File: src/rtl/u2u8_pkg.sv
// Package: shared types, constants and the code point byte encoder.
`default_nettype none
package u2u8_pkg;

  localparam int unsigned UnitW = 16;
  localparam int unsigned ByteW = 8;
  localparam int unsigned CpW   = 21;
  localparam int unsigned HighW = 10;

  localparam logic [UnitW-1:0] HighFirst = 16'hD800;
  localparam logic [UnitW-1:0] HighLast  = 16'hDBFF;
  localparam logic [UnitW-1:0] LowFirst  = 16'hDC00;
  localparam logic [UnitW-1:0] LowLast   = 16'hDFFF;
  localparam logic [CpW-1:0]   SuppBase  = 21'h10000;
  localparam logic [5:0]       SurrTag   = 6'b110110;

  localparam logic [CpW-1:0] Lim1 = 21'h80;
  localparam logic [CpW-1:0] Lim2 = 21'h800;
  localparam logic [CpW-1:0] Lim3 = 21'h10000;

  localparam logic [ByteW-1:0] ContTag  = 8'h80;
  localparam logic [ByteW-1:0] Lead2Tag = 8'hC0;
  localparam logic [ByteW-1:0] Lead3Tag = 8'hE0;
  localparam logic [ByteW-1:0] Lead4Tag = 8'hF0;

  // Which code point of a queue entry the back end is working on.
  typedef enum logic {
    SEG_PRE,
    SEG_MAIN
  } seg_e;

  // One queue entry: an optional flushed high surrogate, then an optional code point.
  typedef struct packed {
    logic             pre_valid;
    logic [HighW-1:0] pre_hi;
    logic             main_valid;
    logic [CpW-1:0]   main_cp;
  } entry_t;

  typedef struct packed {
    logic [3:0][ByteW-1:0] bytes;
    logic [1:0]            last_idx;
  } cp_enc_t;

  function automatic cp_enc_t encode_cp(input logic [CpW-1:0] cp);
    cp_enc_t e;
    e.bytes    = '0;
    e.last_idx = 2'd0;
    if (cp < Lim1) begin
      e.bytes[0] = cp[7:0];
    end else if (cp < Lim2) begin
      e.bytes[0] = Lead2Tag | {3'b000, cp[10:6]};
      e.bytes[1] = ContTag | {2'b00, cp[5:0]};
      e.last_idx = 2'd1;
    end else if (cp < Lim3) begin
      e.bytes[0] = Lead3Tag | {4'b0000, cp[15:12]};
      e.bytes[1] = ContTag | {2'b00, cp[11:6]};
      e.bytes[2] = ContTag | {2'b00, cp[5:0]};
      e.last_idx = 2'd2;
    end else begin
      e.bytes[0] = Lead4Tag | {5'b00000, cp[20:18]};
      e.bytes[1] = ContTag | {2'b00, cp[17:12]};
      e.bytes[2] = ContTag | {2'b00, cp[11:6]};
      e.bytes[3] = ContTag | {2'b00, cp[5:0]};
      e.last_idx = 2'd3;
    end
    return e;
  endfunction

endpackage
`default_nettype wire

File: src/rtl/u2u8_if.sv
// Interfaces: code unit input channel and byte output channel.
`default_nettype none
interface u2u8_in_if;
  logic                           valid;
  logic                           ready;
  logic [u2u8_pkg::UnitW-1:0]     code_unit;
  logic                           is_final;

  modport source (output valid, output code_unit, output is_final, input ready);
  modport sink   (input valid, input code_unit, input is_final, output ready);
endinterface

interface u2u8_out_if;
  logic                           valid;
  logic                           ready;
  logic [u2u8_pkg::ByteW-1:0]     out_byte;
  logic                           run_last;

  modport source (output valid, output out_byte, output run_last, input ready);
  modport sink   (input valid, input out_byte, input run_last, output ready);
endinterface
`default_nettype wire

File: src/rtl/u2u8_front.sv
// Front end: accepts code units, pairs surrogates, pushes code point jobs.
`default_nettype none
module u2u8_front (
  input  wire                clk_i,
  input  wire                rst_ni,
  u2u8_in_if.sink            unit_i,
  input  wire                full_i,
  output logic               push_o,
  output u2u8_pkg::entry_t   entry_o
);

  logic                         held_valid_q, held_valid_d;
  logic [u2u8_pkg::HighW-1:0]   held_high_q, held_high_d;
  logic                         accept;
  logic                         is_high, is_low;

  assign unit_i.ready = !full_i;
  assign accept       = unit_i.valid && !full_i;

  always_comb begin
    is_high = unit_i.code_unit inside {[u2u8_pkg::HighFirst:u2u8_pkg::HighLast]};
    is_low  = unit_i.code_unit inside {[u2u8_pkg::LowFirst:u2u8_pkg::LowLast]};
  end

  always_comb begin
    entry_o.pre_valid  = 1'b0;
    entry_o.pre_hi     = held_high_q;
    entry_o.main_valid = 1'b1;
    entry_o.main_cp    = {5'b00000, unit_i.code_unit};
    held_valid_d       = held_valid_q;
    held_high_d        = held_high_q;
    if (accept) begin
      if (held_valid_q && is_low) begin
        // surrogate pair -> supplementary code point
        entry_o.main_cp = u2u8_pkg::SuppBase
                        + {1'b0, held_high_q, 10'b0}
                        + {11'b0, unit_i.code_unit[9:0]};
        held_valid_d    = 1'b0;
        held_high_d     = '0;
      end else begin
        entry_o.pre_valid = held_valid_q;
        if (is_high && !unit_i.is_final) begin
          entry_o.main_valid = 1'b0;
          held_valid_d       = 1'b1;
          held_high_d        = unit_i.code_unit[9:0];
        end else begin
          held_valid_d = 1'b0;
          held_high_d  = '0;
        end
      end
    end
  end

  assign push_o = accept && (entry_o.pre_valid || entry_o.main_valid);

  always_ff @(posedge clk_i or negedge rst_ni) begin
    if (!rst_ni) begin
      held_valid_q <= 1'b0;
      held_high_q  <= '0;
    end else begin
      held_valid_q <= held_valid_d;
      held_high_q  <= held_high_d;
    end
  end

endmodule
`default_nettype wire

File: src/rtl/u2u8_queue.sv
// Small register FIFO between front and back ends.
`default_nettype none
module u2u8_queue #(
  parameter int unsigned DEPTH = 2
) (
  input  wire                clk_i,
  input  wire                rst_ni,
  input  wire                push_i,
  input  u2u8_pkg::entry_t   entry_i,
  input  wire                pop_i,
  output u2u8_pkg::entry_t   head_o,
  output logic               full_o,
  output logic               empty_o
);

  localparam int unsigned PtrW = (DEPTH > 1) ? $clog2(DEPTH) : 1;
  localparam int unsigned CntW = $clog2(DEPTH + 1);

  u2u8_pkg::entry_t mem_q [DEPTH];
  logic [PtrW-1:0]  wptr_q, wptr_d, rptr_q, rptr_d;
  logic [CntW-1:0]  cnt_q, cnt_d;
  logic             do_push, do_pop;

  assign full_o  = (cnt_q == CntW'(DEPTH));
  assign empty_o = (cnt_q == '0);
  assign head_o  = mem_q[rptr_q];
  assign do_push = push_i && !full_o;
  assign do_pop  = pop_i && !empty_o;

  always_comb begin
    wptr_d = wptr_q;
    rptr_d = rptr_q;
    cnt_d  = cnt_q;
    if (do_push) begin
      wptr_d = (wptr_q == PtrW'(DEPTH - 1)) ? '0 : wptr_q + PtrW'(1);
    end
    if (do_pop) begin
      rptr_d = (rptr_q == PtrW'(DEPTH - 1)) ? '0 : rptr_q + PtrW'(1);
    end
    if (do_push && !do_pop) begin
      cnt_d = cnt_q + CntW'(1);
    end else if (do_pop && !do_push) begin
      cnt_d = cnt_q - CntW'(1);
    end
  end

  always_ff @(posedge clk_i or negedge rst_ni) begin
    if (!rst_ni) begin
      wptr_q <= '0;
      rptr_q <= '0;
      cnt_q  <= '0;
    end else begin
      wptr_q <= wptr_d;
      rptr_q <= rptr_d;
      cnt_q  <= cnt_d;
    end
  end

  always_ff @(posedge clk_i) begin
    if (do_push) begin
      mem_q[wptr_q] <= entry_i;
    end
  end

endmodule
`default_nettype wire

File: src/rtl/u2u8_back.sv
// Back end: walks queue entries and emits one UTF-8 byte per beat.
`default_nettype none
module u2u8_back (
  input  wire                clk_i,
  input  wire                rst_ni,
  input  u2u8_pkg::entry_t   head_i,
  input  wire                empty_i,
  output logic               pop_o,
  u2u8_out_if.source         byte_o
);

  u2u8_pkg::entry_t             entry_q, entry_d;
  u2u8_pkg::seg_e               seg_q, seg_d;
  logic [1:0]                   idx_q, idx_d;
  logic                         busy_q, busy_d;
  logic                         out_valid_q, out_valid_d;
  logic [u2u8_pkg::ByteW-1:0]   byte_q, byte_d;
  logic                         last_q, last_d;
  logic [u2u8_pkg::CpW-1:0]     cur_cp;
  u2u8_pkg::cp_enc_t            enc;
  logic                         emit, seg_end, entry_end;

  always_comb begin
    if (seg_q == u2u8_pkg::SEG_PRE) begin
      cur_cp = {5'b00000, u2u8_pkg::SurrTag, entry_q.pre_hi};
    end else begin
      cur_cp = entry_q.main_cp;
    end
    enc       = u2u8_pkg::encode_cp(cur_cp);
    seg_end   = (idx_q == enc.last_idx);
    entry_end = seg_end && ((seg_q == u2u8_pkg::SEG_MAIN) || !entry_q.main_valid);
    emit      = busy_q && (!out_valid_q || byte_o.ready);
    pop_o     = !empty_i && (!busy_q || (emit && entry_end));
  end

  always_comb begin
    entry_d     = entry_q;
    seg_d       = seg_q;
    idx_d       = idx_q;
    busy_d      = busy_q;
    out_valid_d = out_valid_q && !byte_o.ready;
    byte_d      = byte_q;
    last_d      = last_q;
    if (emit) begin
      out_valid_d = 1'b1;
      byte_d      = enc.bytes[idx_q];
      last_d      = entry_end;
      if (entry_end) begin
        busy_d = 1'b0;
      end else if (seg_end) begin
        seg_d = u2u8_pkg::SEG_MAIN;
        idx_d = 2'd0;
      end else begin
        idx_d = idx_q + 2'd1;
      end
    end
    if (pop_o) begin
      entry_d = head_i;
      busy_d  = 1'b1;
      idx_d   = 2'd0;
      seg_d   = head_i.pre_valid ? u2u8_pkg::SEG_PRE : u2u8_pkg::SEG_MAIN;
    end
  end

  always_ff @(posedge clk_i or negedge rst_ni) begin
    if (!rst_ni) begin
      busy_q      <= 1'b0;
      out_valid_q <= 1'b0;
      seg_q       <= u2u8_pkg::SEG_MAIN;
      idx_q       <= 2'd0;
    end else begin
      busy_q      <= busy_d;
      out_valid_q <= out_valid_d;
      seg_q       <= seg_d;
      idx_q       <= idx_d;
    end
  end

  always_ff @(posedge clk_i) begin
    entry_q <= entry_d;
    byte_q  <= byte_d;
    last_q  <= last_d;
  end

  assign byte_o.valid    = out_valid_q;
  assign byte_o.out_byte = byte_q;
  assign byte_o.run_last = last_q;

endmodule
`default_nettype wire

File: src/rtl/utf16_to_utf8_encoder_unit.sv
// Top level: UTF-16 code unit stream in, UTF-8 byte stream out.
//
//  channel | dir | payload                          | beat
//  unit_i  | in  | code_unit[15:0], is_final        | one UTF-16 code unit
//  byte_o  | out | out_byte[7:0], run_last          | one UTF-8 byte
//
// Output rate is one byte per cycle while byte_o is ready, set by the back
// end's byte walker: a BMP unit yields 1..3 bytes, a surrogate pair 4 (on
// the low unit), plus 3 more when a held high surrogate is flushed first.
// A held high surrogate, with is_final clear, pushes no entry of its own.
// Front and back are split by a QUEUE_DEPTH entry queue; the front stalls
// only when the queue is full, the back only when byte_o is not ready.
// From input to first byte an entry passes the queue, the back end's entry
// register and then the byte register.
// Reset clears the held surrogate, the queue count and the output valid.
`default_nettype none
module utf16_to_utf8_encoder_unit #(
  parameter int unsigned QUEUE_DEPTH = 2
) (
  input  wire          clk_i,
  input  wire          rst_ni,
  u2u8_in_if.sink      unit_i,
  u2u8_out_if.source   byte_o
);

  u2u8_pkg::entry_t push_entry;
  u2u8_pkg::entry_t head_entry;
  logic             push, pop, full, empty;

  // Classifies units and tracks the held high surrogate.
  u2u8_front u_front (
    .clk_i   (clk_i),
    .rst_ni  (rst_ni),
    .unit_i  (unit_i),
    .full_i  (full),
    .push_o  (push),
    .entry_o (push_entry)
  );

  // Decouples classification from byte emission.
  u2u8_queue #(
    .DEPTH (QUEUE_DEPTH)
  ) u_queue (
    .clk_i   (clk_i),
    .rst_ni  (rst_ni),
    .push_i  (push),
    .entry_i (push_entry),
    .pop_i   (pop),
    .head_o  (head_entry),
    .full_o  (full),
    .empty_o (empty)
  );

  // Serialises each entry's code points into bytes, one per beat.
  u2u8_back u_back (
    .clk_i   (clk_i),
    .rst_ni  (rst_ni),
    .head_i  (head_entry),
    .empty_i (empty),
    .pop_o   (pop),
    .byte_o  (byte_o)
  );

endmodule
`default_nettype wire

File: src/flat_wrapper.sv
// flat-port wrapper written by rule: the top's interface ports become plain ports
module utf16_to_utf8_encoder_unit_flat 
#(
  parameter int unsigned QUEUE_DEPTH = 2
)
  (clk_i, rst_ni, unit_i_valid, unit_i_code_unit, unit_i_is_final, unit_i_ready, byte_o_valid, byte_o_out_byte, byte_o_run_last, byte_o_ready);
  u2u8_in_if unit_i_i ();
  u2u8_out_if byte_o_i ();
  input  wire clk_i;
  input  wire rst_ni;
  input wire logic [$bits(unit_i_i.valid)-1:0] unit_i_valid;
  input wire logic [$bits(unit_i_i.code_unit)-1:0] unit_i_code_unit;
  input wire logic [$bits(unit_i_i.is_final)-1:0] unit_i_is_final;
  output wire logic [$bits(unit_i_i.ready)-1:0] unit_i_ready;
  output wire logic [$bits(byte_o_i.valid)-1:0] byte_o_valid;
  output wire logic [$bits(byte_o_i.out_byte)-1:0] byte_o_out_byte;
  output wire logic [$bits(byte_o_i.run_last)-1:0] byte_o_run_last;
  input wire logic [$bits(byte_o_i.ready)-1:0] byte_o_ready;
  assign unit_i_i.valid = unit_i_valid;
  assign unit_i_i.code_unit = unit_i_code_unit;
  assign unit_i_i.is_final = unit_i_is_final;
  assign unit_i_ready = unit_i_i.ready;
  assign byte_o_valid = byte_o_i.valid;
  assign byte_o_out_byte = byte_o_i.out_byte;
  assign byte_o_run_last = byte_o_i.run_last;
  assign byte_o_i.ready = byte_o_ready;
  utf16_to_utf8_encoder_unit #(.QUEUE_DEPTH(QUEUE_DEPTH)) u_core (.clk_i(clk_i), .rst_ni(rst_ni), .unit_i(unit_i_i), .byte_o(byte_o_i));
endmodule
File: config.mk
export PLATFORM = sky130hd
export DESIGN_NAME = utf16_to_utf8_encoder_unit_flat
export DESIGN_NICKNAME = d
export VERILOG_FILES = /design/src/rtl/u2u8_pkg.sv /design/src/rtl/u2u8_if.sv /design/src/rtl/u2u8_front.sv /design/src/rtl/u2u8_queue.sv /design/src/rtl/u2u8_back.sv /design/src/rtl/utf16_to_utf8_encoder_unit.sv /design/src/flat_wrapper.sv
export SDC_FILE = /design/constraint.sdc
export NUM_CORES = 1
export LEC_CHECK = 0
export ABC_AREA = 1
export BUFFER_PORTS_ARGS = -buffer_cell sky130_fd_sc_hd__buf_2
export CAP_MARGIN = 20
export CORE_MARGIN = 2
export CORE_UTILIZATION = 35
export DETAILED_ROUTE_END_ITERATION = 12
export MAX_ROUTING_LAYER = met4
export PLACE_DENSITY_LB_ADDON = 0.3
export SYNTH_ARGS = -nofsm -noshare
export SYNTH_HDL_FRONTEND = slang
export SYNTH_SLANG_ARGS = --single-unit
File: constraint.sdc
create_clock -name clk_i -period 4.12 [get_ports clk_i]
set_input_delay 0.206 -clock clk_i [delete_from_list [all_inputs] [get_ports clk_i]]
set_output_delay 0.206 -clock clk_i [all_outputs]
set_load 0.005 [all_outputs]
==> impl_metrics.env, run 1 <==
export IMPL_status="finished clean"
export IMPL_synth_seq_cells=127
export IMPL_post_synth_cell_area_avg_um2=10.9
export IMPL_regArea_um2=3710
export IMPL_drc=0
export IMPL_cpMostUsedCell="nand2_2"
export IMPL_multi_input_area_um2=1580
export IMPL_yosysSeqAreaShare_pct=67.2
export IMPL_clock_latency_ns=0.41
export IMPL_drt_pass1_iter_count=5
export IMPL_synth_xor_xnor_area_share_pct=1.09
export IMPL_layout_setup_ws_ns=1.22
export IMPL_clock_path_buffers=2
export IMPL_wire_per_inst_um=15.4
export IMPL_crit_type="reg2reg"
export IMPL_area_growth_pct=19.4
export IMPL_place_congestion=0.865
export IMPL_drive_gt1_share_pct=17.1
export IMPL_max_freq_ghz=0.345
export IMPL_worst_slew_pin_slew_ns=1.02
export IMPL_synthSimpleGateAreaFrac_pct=19.7
export IMPL_core_area_um2=15300
export IMPL_via_per_inst=4.73
export IMPL_setup_viol=0
export IMPL_yosysUniqueCellTypes=46
export IMPL_crit_family="simple AND/OR/NAND/NOR gates"
export IMPL_leakage_nw=2.73
export IMPL_cpMaxStageDelayCell="dfstp_2"
export IMPL_fin_setup_tns_ns=0
export IMPL_reg2regPathDepth=15
export IMPL_cp_max_fo=23
export IMPL_synth_compound_area_share_pct=6.54
export IMPL_die_h_um=130
export IMPL_rows=45
export IMPL_synth_mux_area_share_pct=0.725
export IMPL_grt_ovfl_total=0
export IMPL_antenna_found_initial=0
export IMPL_path_depth=15
export IMPL_ioPinCount=32
export IMPL_p_per_area_nw_per_um2=780
export IMPL_grt_first_pass_wirelength_um=19500
export IMPL_clock_sinks=127
export IMPL_yosysTopAreaCell="edfxtp_1"
export IMPL_clk_pin_slew_ns=0.06
export IMPL_synth_edf_count=107
export IMPL_yosysWarnings=0
export IMPL_stdcell_area_um2=6600
export IMPL_post_cts_resized=0
export IMPL_syn_nets=530
export IMPL_min_path_cells=1
export IMPL_via_count=3675
export IMPL_endpoint_kind="register"
export IMPL_synth_top_family_by_area="simple AND/OR/NAND/NOR gates"
export IMPL_dpl_cell_area_um2=5930
export IMPL_drt_iter0_markers=375
export IMPL_startpoint_type="register"
export IMPL_nNetsFinal=576
export IMPL_synth_top_area_share_pct=58.2
export IMPL_hold_path_class="in2reg"
export IMPL_yosys_area_share_adder_pct=0.453
export IMPL_portBuffers=31
export IMPL_hold_viol=0
export IMPL_start_util_pct=36.1
export IMPL_synthArstFlopShare_pct=15.7
export IMPL_hpwl_um=8360
export IMPL_fp_dieW_um=130
export IMPL_arrival_ns=3.18
export IMPL_cap_violations=0
export IMPL_htree_levels=4
export IMPL_grt_pass1_vias=3647
export IMPL_max_stage_delay_ns=0.83
export IMPL_cp_num_buf_inv=1
export IMPL_grtUsageTotal_pct=16.0
export IMPL_fillers=1477
export IMPL_path_cells="inv_2, nand2_2, nand2_4, nor3_4, nand2_4, nand2_2, nand2_1, nand2_2, nand4_2, nand2_2, nand2_4, ha_1, a21oi_1, o21ai_0, xor2_1"
export IMPL_diodes=0
export IMPL_drtAntennaViolNets=0
export IMPL_syn_inst=507
export IMPL_cts_buffers=17
export IMPL_synthTopCellsByArea="edfxtp_1, nand2_1, dfrtp_1"
export IMPL_whs_ns=0.0230
export IMPL_syn_area_um2=5530
export IMPL_fin_crit_ns=2.90
export IMPL_cp_required_ns=4.40
export IMPL_wl_um=12000
export IMPL_clock_tree_root_cell="clkbuf_16"
export IMPL_dieArea_um2=16800
export IMPL_grt_max_degree=35
export IMPL_rsz0062_at_grt="false"
export IMPL_synth_ff_type="edfxtp_1"
export IMPL_slew_headroom_pct=31.5
export IMPL_finish_utilization_pct=43.1
export IMPL_skew_ns=0.00725
export IMPL_slew_violations=0
export IMPL_period_share_pct=70.3
export IMPL_place_ws_ns=1.22
export IMPL_ir_drop_uv=373
export IMPL_cts_tree="done"
## where the power goes
part	internal (mW)	switching (mW)
clock network	0.964	0.573
registers	1.89	0.175
logic	0.461	1.08
total	3.32	1.83
## per-layer routing
metal	part of all wire, %	global-route usage [%]
met1	45	20.2
met2	48	24.8
met3	4.9	4.50
met4	1.6	5.69
met5	0	-
## cell usage in the layout (no fill, tap or decap), types with 3 or more instances in the layout
master         instances
nand2_1              166
edfxtp_1             107
inv_1                 41
buf_2                 31
nand3_1               25
o21ai_0               24
nor2_1                23
dfrtp_1               19
clkbuf_16             17
nand2_2               11
a21oi_1                8
o22ai_1                7
inv_6                  6
dlygate4sd3_1          6
o211ai_1               5
buf_4                  5
xor2_1                 4
mux2i_1                4
nor3_1                 4
clkinv_1               3
nand2_4                3
o21ai_1                3
nor2_2                 3
nand4_1                3
o221ai_1               3
bufinv_16              3
## area by class of cell
type | instances | area share (%)
clock buffers | 18 | 6.51
clock inverters | 14 | 2.71
inverters | 46 | 2.62
multi-input cells | 319 | 24.0
flip-flops and latches | 127 | 56.3
well taps | 211 | 4.00
repair buffers | 42 | 3.83
## kinds of logic after synthesis
kind of cell    count (synthesis)
xor+xnor                        6
simple gates                  247
compound gates                 60
mux                             4
buf+inv                        61
fa+ha+maj                       2
flops                         127
## registers in the layout, summed over array words and instances (netlist names)
| register | cells |
|---|---|
| u_core.u_queue.mem_q | 66 |
| u_core.u_back.entry_q | 32 |
| u_core.u_front.held_high_q | 10 |
| u_core.u_back.byte_o.out_byte | 8 |
| u_core.u_back.idx_q | 2 |
| u_core.u_queue.cnt_q | 2 |
| u_core.u_back.busy_q | 1 |
| u_core.u_back.byte_o.run_last | 1 |
| u_core.u_back.byte_o.valid | 1 |
| u_core.u_back.seg_q | 1 |
| u_core.u_front.held_valid_q | 1 |
| u_core.u_queue.rptr_q | 1 |
| u_core.u_queue.wptr_q | 1 |
## through the flow
| step | power, mW | cells |
|---|---|---|
| 2_1_floorplan | 3.15 | 507 |
| 3_3_place_gp | 3.63 | 739 |
| 3_5_place_dp | 3.63 | 739 |
| 4_1_cts | 5.18 | 777 |
| 5_1_grt | 5.48 | 777 |
| 6_report | 5.14 | 777 |
## repair_timing
| action | CTS | global route |
|---|---|---|
| buffers inserted | 0 | 0 |
| hold endpoints to repair | 29 | 0 |
| hold buffers | 6 | 0 |
## path summary, 6_finish.rpt
kind	slack, ns	from	endpoint
setup / recovery	1.22	u_core.u_back.seg_q$_DFFE_PN1P_	u_core.u_queue.cnt_q[1]$_DFFE_PN0P_
hold / removal	0.02	unit_i_code_unit[7]	u_core.u_queue.mem_q[1][7]$_DFFE_PP_
setup reg to reg	1.22	u_core.u_back.seg_q$_DFFE_PN1P_	u_core.u_queue.cnt_q[1]$_DFFE_PN0P_
hold reg to reg	0.49	u_core.u_queue.cnt_q[0]$_DFFE_PN0P_	u_core.u_queue.cnt_q[0]$_DFFE_PN0P_
max in group asynchronous	3.46	rst_ni	u_core.u_back.seg_q$_DFFE_PN1P_
min in group asynchronous	0.29	rst_ni	u_core.u_front.held_high_q[1]$_DFFE_PN0P_
## cells in the mapped netlist, types with 2 or more instances
cell / number
nand2_1: 166
edfxtp_1: 107
inv_1: 41
nand3_1: 25
nor2_1: 25
o21ai_0: 24
dfrtp_1: 19
clkbuf_1: 12
nand2_2: 11
a21oi_1: 8
o22ai_1: 7
o211ai_1: 5
mux2i_1: 4
nor3_1: 4
xor2_1: 4
clkinv_1: 3
nand2_4: 3
nand4_1: 3
o21ai_1: 3
o221ai_1: 3
a211oi_1: 2
ha_1: 2
inv_2: 2
or2_2: 2
Power figures use the tool's default switching activity.
==> run 2: changes to the inputs <==
==> constraint.sdc (replaced) <==
create_clock -name clk_i -period 2.4 [get_ports clk_i]
set_input_delay 0.12 -clock clk_i [delete_from_list [all_inputs] [get_ports clk_i]]
set_output_delay 0.12 -clock clk_i [all_outputs]
set_load 0.005 [all_outputs]
==> run 2 against run 1 <==
Against the previous run: combinational power grew 98%; power rose by 76%; clock skew is 0.0036 ns higher; hold slack improved by 0.021 ns; clock power grew 62%; final area increased by 4.0%; largest power group unchanged; sequential power up 70%; highest routed layer unchanged; routed wire length rose by 4.1%; fmax grew 29%.
==> impl_metrics.env, run 2 (synthesized netlist as in run 1, its figures left out) <==
export IMPL_status="finished clean"
export IMPL_cpMostUsedCell="nand2_2"
export IMPL_slew_headroom_pct=63.0
export IMPL_hold_viol=0
export IMPL_clk_pin_slew_ns=0.06
export IMPL_drt_iter0_markers=300
export IMPL_grtUsageTotal_pct=16.6
export IMPL_grt_pass1_vias=3790
export IMPL_cp_required_ns=2.69
export IMPL_nNetsFinal=604
export IMPL_drt_pass1_iter_count=5
export IMPL_final_common_cell="nand2_1"
export IMPL_mostFrequentLayoutCells="nand2_1, edfxtp_1, inv_1"
export IMPL_clkPwrFrac_pct=27.5
export IMPL_clock_latency_ns=0.42
export IMPL_drtAntennaViolNets=0
export IMPL_layout_setup_ws_ns=0.145
export IMPL_fp_dieW_um=130
export IMPL_grt_ovfl_total=0
export IMPL_worst_slew_pin_slew_ns=0.549
export IMPL_endpoint_kind="register"
export IMPL_rsz0062_at_grt="true"
export IMPL_regMostFlops="u_core.u_queue.mem_q"
export IMPL_top_regs="u_core.u_queue.mem_q: 66 flops, u_core.u_back.entry_q: 32 flops, u_core.u_front.held_high_q: 10 flops"
export IMPL_htree_levels=4
export IMPL_dieArea_um2=16800
export IMPL_cts_tree="done"
export IMPL_drc=0
export IMPL_power_frac_seq_pct=38.7
export IMPL_hold_path_class="in2reg"
export IMPL_period_share_pct=93.9
export IMPL_cts_buffers=17
export IMPL_die_h_um=130
export IMPL_sw_frac_of_total_pct=35.2
export IMPL_finalNonFillerCells=805
export IMPL_via_per_inst=4.76
export IMPL_max_freq_ghz=0.444
export IMPL_p_int_mw=5.87
export IMPL_path_cells="nand2_1, nor2_2, nand2_2, nor2_8, nand2_4, nand2_2, nand2_1, nand2_2, nand4_2, nand2_2, nand2_4, ha_4, a21oi_1, o21ai_1, xor2_1"
export IMPL_drive_gt1_share_pct=20.5
export IMPL_grt_max_degree=35
export IMPL_grt_first_pass_wirelength_um=20300
export IMPL_antenna_found_initial=0
export IMPL_place_ws_ns=0.0206
export IMPL_ir_drop_uv=523
export IMPL_core_area_um2=15300
export IMPL_cap_violations=0
export IMPL_hpwl_um=8370
export IMPL_crit_type="reg2reg"
export IMPL_largest_reg_flops=66
export IMPL_portBuffers=31
export IMPL_skew_ns=0.0109
export IMPL_ioPinCount=32
export IMPL_place_inst=758
export IMPL_clock_path_buffers=2
export IMPL_leakage_nw=2.85
export IMPL_area_growth_pct=24.1
export IMPL_diodes=0
export IMPL_cp_max_fo=6
export IMPL_via_count=3834
export IMPL_slew_violations=0
export IMPL_rows=45
export IMPL_startpoint_type="register"
export IMPL_wire_per_inst_um=15.5
export IMPL_fin_crit_ns=2.25
export IMPL_clock_tree_root_cell="clkbuf_16"
export IMPL_arrival_ns=2.54
export IMPL_cpMaxStageDelayCell="dfstp_2"
export IMPL_p_comb_share_pct=33.7
export IMPL_setup_viol=0
export IMPL_wl_um=12500
export IMPL_max_stage_delay_ns=0.61
export IMPL_p_per_area_nw_per_um2=1320
export IMPL_p_sw_mw=3.18
export IMPL_place_congestion=0.884
export IMPL_start_util_pct=36.1
export IMPL_clock_sinks=127
[run 2: power groups by stage]
stage | Combinational, mW | Sequential, mW | Clock (mW)
detailed placement | 2.96 | 3.54 | 0
global route | 3.44 | 3.56 | 2.63
global placement | 2.94 | 3.54 | 0
finish | 3.05 | 3.51 | 2.49
floorplan | 1.95 | 3.46 | 0
CTS | 3.03 | 3.50 | 2.54
[run 2: metrics by stage]
step                area, um^2  power, mW  setup TNS, ns  utilization (%)  hold slack, ns
CTS                       6830       9.08              0             44.6          0.0257
detailed placement        6110       6.50              0             39.9           0.139
global route              6860       9.63        -0.0110             44.8          0.0636
global placement          6110       6.47              0             39.9           0.133
finish                    6860       9.05              0             44.8          0.0440
floorplan                 5530       5.41          -4.27                -          -0.176
[run 2: cell type report]
type	instances	area [um^2]
multi-input cells	319	1600
repair buffers	70	517
fillers	1446	8460
flip-flops and latches	127	3710
inverters	46	183
clock buffers	19	443
clock inverters	13	136
well taps	211	264
[run 2: path summary, 6_finish.rpt]
check | start | endpoint | slack [ns] | cells past startpoint
min in group asynchronous | rst_ni | u_core.u_front.held_valid_q$_DFFE_PN0P_ | 0.23 | 2
worst min register to register | u_core.u_queue.cnt_q[0]$_DFFE_PN0P_ | u_core.u_queue.cnt_q[0]$_DFFE_PN0P_ | 0.47 | 1
worst max-delay path | u_core.u_back.seg_q$_DFFE_PN1P_ | u_core.u_queue.cnt_q[1]$_DFFE_PN0P_ | 0.15 | 15
worst min-delay path | byte_o_ready | u_core.u_back.byte_o.valid$_DFF_PN0_ | 0.04 | 4
worst max register to register | u_core.u_back.seg_q$_DFFE_PN1P_ | u_core.u_queue.cnt_q[1]$_DFFE_PN0P_ | 0.15 | 15
max in group asynchronous | rst_ni | u_core.u_back.seg_q$_DFFE_PN1P_ | 1.79 | 2
[run 2: routing by layer]
layer | up-vias | GRT usage [%] | share of wire (%)
li1 | 1883 | - | -
met1 | 1807 | 21.3 | 47
met2 | 122 | 25.4 | 46
met3 | 22 | 4.21 | 4.5
met4 | 0 | 6.70 | 2.1
met5 | - | - | 0
[run 2: repair_timing]
item / in CTS / in global routing
pin swaps: 3 / 4
buffers inserted: 2 / 2
endpoints found under the setup margin: 1 / 36
endpoints found under the hold margin: 45 / 0
gates resized for setup: 3 / 3
hold buffers: 11 / 0
[run 2: worst max-delay path: cells and delay by family, from the launching register on]
family          cells  cell delay (ns)
simple gates       11             0.98
fa+ha+maj           1             0.22
xor+xnor            1             0.14
compound gates      2             0.19
flops               1             0.61
